<file path="src/sv/png_scanline_unfilter_top_macros.svh">
`ifndef PNG_SCANLINE_UNFILTER_TOP_MACROS_SVH
`define PNG_SCANLINE_UNFILTER_TOP_MACROS_SVH

// same-cycle implication
`define PSU_ASSERT_SAME(lbl, ck, rn, ante, cons, msg) \
	lbl: assert property (@(posedge ck) disable iff (!rn) (ante) |-> (cons)) else $error(msg);

// next-cycle implication
`define PSU_ASSERT_NEXT(lbl, ck, rn, ante, cons, msg) \
	lbl: assert property (@(posedge ck) disable iff (!rn) (ante) |=> (cons)) else $error(msg);

`endif

</file>
<file path="src/sv/psu_pkg.sv">
`timescale 1ns / 1ps
`default_nettype none
package psu_pkg;

	localparam int COL_W = 13;
	localparam int BPP_W = 3;
	localparam int BYTE_W = 8;
	localparam int HIST_D = 4;

	typedef enum logic [2:0] {
		FLT_NONE  = 3'd0,
		FLT_SUB   = 3'd1,
		FLT_UP    = 3'd2,
		FLT_AVG   = 3'd3,
		FLT_PAETH = 3'd4
	} filt_t;

	typedef enum logic {
		REG_ROW_BYTES = 1'b0,
		REG_BPP       = 1'b1
	} cfg_reg_t;

	typedef struct packed {
		logic       is_err;
		logic       first_row;
		logic       has_left;
		logic [1:0] bsel;
		filt_t      filt;
		logic       last;
	} s1_ctl_t;

	typedef struct packed {
		filt_t             filt;
		logic [BYTE_W-1:0] raw;
		logic [BYTE_W-1:0] left;
		logic [BYTE_W-1:0] up;
		logic [BYTE_W-1:0] upleft;
	} pred_in_t;

endpackage
`default_nettype wire

</file>
<file path="src/sv/psu_predict.sv">
`timescale 1ns / 1ps
`default_nettype none
module psu_predict (
	input  psu_pkg::pred_in_t pin,
	output logic [7:0]        result
);

	import psu_pkg::*;

	function automatic logic [9:0] abs10(input logic signed [9:0] v);
		logic signed [9:0] n;
		begin
			n = -v;
			abs10 = v[9] ? n : v;
		end
	endfunction

	logic signed [9:0] p;
	logic [9:0] da;
	logic [9:0] db;
	logic [9:0] dc;
	logic [8:0] avg_sum;
	logic [7:0] paeth;
	logic [7:0] pred;

	always_comb begin
		p  = $signed({2'b00, pin.left}) + $signed({2'b00, pin.up})
			- $signed({2'b00, pin.upleft});
		da = abs10(p - $signed({2'b00, pin.left}));
		db = abs10(p - $signed({2'b00, pin.up}));
		dc = abs10(p - $signed({2'b00, pin.upleft}));
		if (da <= db && da <= dc) begin
			paeth = pin.left;
		end else if (db <= dc) begin
			paeth = pin.up;
		end else begin
			paeth = pin.upleft;
		end
	end

	// average halves the sum
	assign avg_sum = {1'b0, pin.left} + {1'b0, pin.up};

	always_comb begin
		case (pin.filt)
			FLT_SUB:   pred = pin.left;
			FLT_UP:    pred = pin.up;
			FLT_AVG:   pred = avg_sum[8:1];
			FLT_PAETH: pred = paeth;
			default:   pred = 8'd0;
		endcase
	end

	assign result = pin.raw + pred;

endmodule
`default_nettype wire

</file>
<file path="config.mk">
export PLATFORM = sky130hd
export DESIGN_NAME = psu_predict
export DESIGN_NICKNAME = d
export VERILOG_FILES = /design/src/sv/png_scanline_unfilter_top_macros.svh /design/src/sv/psu_pkg.sv /design/src/sv/psu_predict.sv
export SDC_FILE = /design/constraint.sdc
export NUM_CORES = 1
export LEC_CHECK = 0
export BUFFER_PORTS_ARGS = -buffer_cell sky130_fd_sc_hd__buf_2
export CAP_MARGIN = 5
export CORE_AREA = 3 3 99 101
export DETAILED_ROUTE_END_ITERATION = 6
export DIE_AREA = 0 0 102 104
export PLACE_DENSITY = 0.64
export SYNTH_ARGS = -nofsm -noshare
export SYNTH_HDL_FRONTEND = slang
export SYNTH_SLANG_ARGS = --single-unit
</file>
<file path="constraint.sdc">
create_clock -name vclk -period 10.8
set_input_delay 1.08 -clock vclk [all_inputs]
set_output_delay 1.08 -clock vclk [all_outputs]
set_load 0.02 [all_outputs]
</file>
==> impl_metrics.csv <==
group,metric,value,unit
run_status,run_status,"finished clean",
finish,ff_latch_area,0,µm²
finish,area_growth_syn_to_layout,14.9,%
synth,syn_area,4060,µm²
place,placed_cell_area,4430,µm²
die,initial_core_util,44.5,%
global_route,global_route_total_overflow,0,
job,drv.max_cap_violation_count,0,
synth,post_synth_inst_count,552,
finish,design_area,4660,µm²
finish,num_antenna_cells,0,
routing,routed_via_density,5.74,
sta,fin_crit_sh,96.1,%
sta,worst-slew-pin-transition,0.865,ns
worst_setup_path,path_class,"in2out",
worst_setup_path,critical_path.startpoint_type,"input port",
finish,fraction_of_final_layout_cells_with_drive_strength_greater_than_1,16.7,%
die,dieWidth,102,µm
worst_setup_path,critPathMaxFanout,9,
synth,synth.avg_cell_area,7.35,µm²
global_route,grt_pass1_wl,19.1,mm
sta,final_hold_viol_count,0,
die,design.core.area,9110,µm²
routing,totalWireLength,11.7,mm
finish,most-common-layout-cells,"sky130_fd_sc_hd__ha_1 (74), sky130_fd_sc_hd__inv_1 (61), sky130_fd_sc_hd__nor2_1 (49)",
worst_setup_path,highest_cell_delay_on_the_worst_timing_path,0.59,ns
synth,synthesis.nets,676,
die,top_level_ports,43,
sta,timing.fmax,0.0963,GHz
place,place.gp.congestion,0.897,
routing,num_vias,4098,
worst_setup_path,timing.critical_path.to_type,"output port",
place,place_worst_setup_slack,0.0565,ns
finish,seq_cells,0,
routing,drtPass1Iterations,5,
worst_setup_path,crit_required,9.72,ns
synth,ys.warnings.count,0,
routing,drc,0,
finish,clock_buffers,0,
place,io_buffer_count,43,
worst_hold_path,hold_path.class,"in2out",
sta,post-route-worst-setup-slack,0.420,ns
routing,drt-wirelength-per-cell,16.4,µm
finish,final_common_cell,"sky130_fd_sc_hd__ha_1",
die,placement_rows,35,
global_route,grt_overall_usage,21.6,%
clock_network,cts_hold_buffers,0,
worst_setup_path,crit_slowest_cell,"sky130_fd_sc_hd__or4_4",
routing,antenna_violating_nets_post_route,0,
die,die_y,104,µm
routing,drt-initial-drc-count,212,
worst_setup_path,arrival,9.30,ns
finish,finish.net_count,729,
sta,max_slew_margin_vs_limit,42.3,%
global_route,grt_max_degree,18,
synth,yosysUniqueCellTypes,67,
place,hpwl,10.1,mm
sta,maxSlewViolCount,0,
die,design.die.area,10600,µm²
sta,setup_viol,0,
sta,timing.final.crit_period,10.38,ns
synth,synth-seq-area-share,0,%
global_route,number_of_antenna_violations_at_the_first_check_in_global_routing,0,
global_route,first_global_vias,3911,
==> final timing paths <==
kind	from	endpoint	slack (ns)	cells past startpoint
hold / removal	pin[24]	result[0]	2.50	3
setup / recovery	pin[9]	result[7]	0.42	41
==> per-layer routing <==
metal	vias to the layer above	part of all wire [%]	global-route usage (%)
met4	0	0.74	1.97
met1	1915	49	32.1
met5	-	0	0
li1	2092	-	-
met2	87	48	36.2
met3	4	2.8	0.268
==> stage by stage <==
step	TNS [ns]	util [%]	instances	hold WS, ns
final	0	51.2	714	2.50
after CTS	0	48.7	706	2.50
after detailed placement	0	48.7	706	2.50
after global routing	-0.0918	51.2	714	2.52
after global placement	0	48.7	706	2.51
after floorplan	0	-	552	2.37
==> worst max-delay path, delay by kind of cell <==
family | cells | cell delay [ns]
compound gates | 16 | 2.97
fa+ha+maj | 5 | 1.73
mux | 1 | 0.12
xor+xnor | 3 | 0.55
buf+inv | 7 | 0.92
simple gates | 9 | 1.89
==> cell usage after synthesis, drive strengths merged, types with 2 or more instances <==
library cell / n / share of area, %
or4: 2 / 0.37
a21boi: 3 / 0.56
inv: 62 / 5.7
o21bai: 6 / 1.1
nor2: 50 / 4.6
nand3: 9 / 1.1
nor3: 11 / 1.5
xnor2: 40 / 9.0
o311ai: 3 / 0.65
a31oi: 3 / 0.46
nor2b: 15 / 2.5
o21ai: 39 / 4.8
a21o: 16 / 3.0
nand2: 32 / 3.0
fa: 13 / 6.4
ha: 76 / 23
o31ai: 3 / 0.56
a211oi: 5 / 0.93
mux2: 3 / 0.92
o211a: 2 / 0.49
nor4: 4 / 0.77
or2: 3 / 0.52
buf: 2 / 0.56
and4: 3 / 0.65
nor4b: 2 / 0.43
or3: 3 / 0.46
a2111oi: 2 / 1.0
clkbuf: 8 / 0.74
o22ai: 9 / 1.5
o31a: 3 / 0.65
o2111ai: 5 / 1.1
and3: 4 / 0.62
xor2: 15 / 3.2
a31o: 2 / 0.43
and2: 2 / 0.31
mux2i: 9 / 2.2
nand2b: 10 / 1.5
a22oi: 7 / 1.3
o21a: 10 / 1.9
a21oi: 38 / 5.0
nand4: 5 / 0.77
==> layout make-up <==
cell class	instances	area, µm²
tap	111	139
timing repair buffer	60	343
multi-input combinational	481	3950
fill	890	4450
inverter	62	233
==> repair_timing <==
item,4_1_cts,5_1_grt
setup endpoints to repair,0,1
buffers inserted,0,7
resized for setup,0,28
==> cells by family (layout without fill, tap and decap cells) <==
logic type,Yosys count,count (layout),share of synthesized area [%]
fa+ha+maj,90,90,30.1
compound gates,164,164,27.4
buf+inv,72,122,7.03
simple gates,159,159,20.1
mux,12,12,3.15
xor+xnor,55,56,12.2
Power is not shown: default switching activity piles up to over one toggle a cycle in this logic, so the estimate is an artifact.
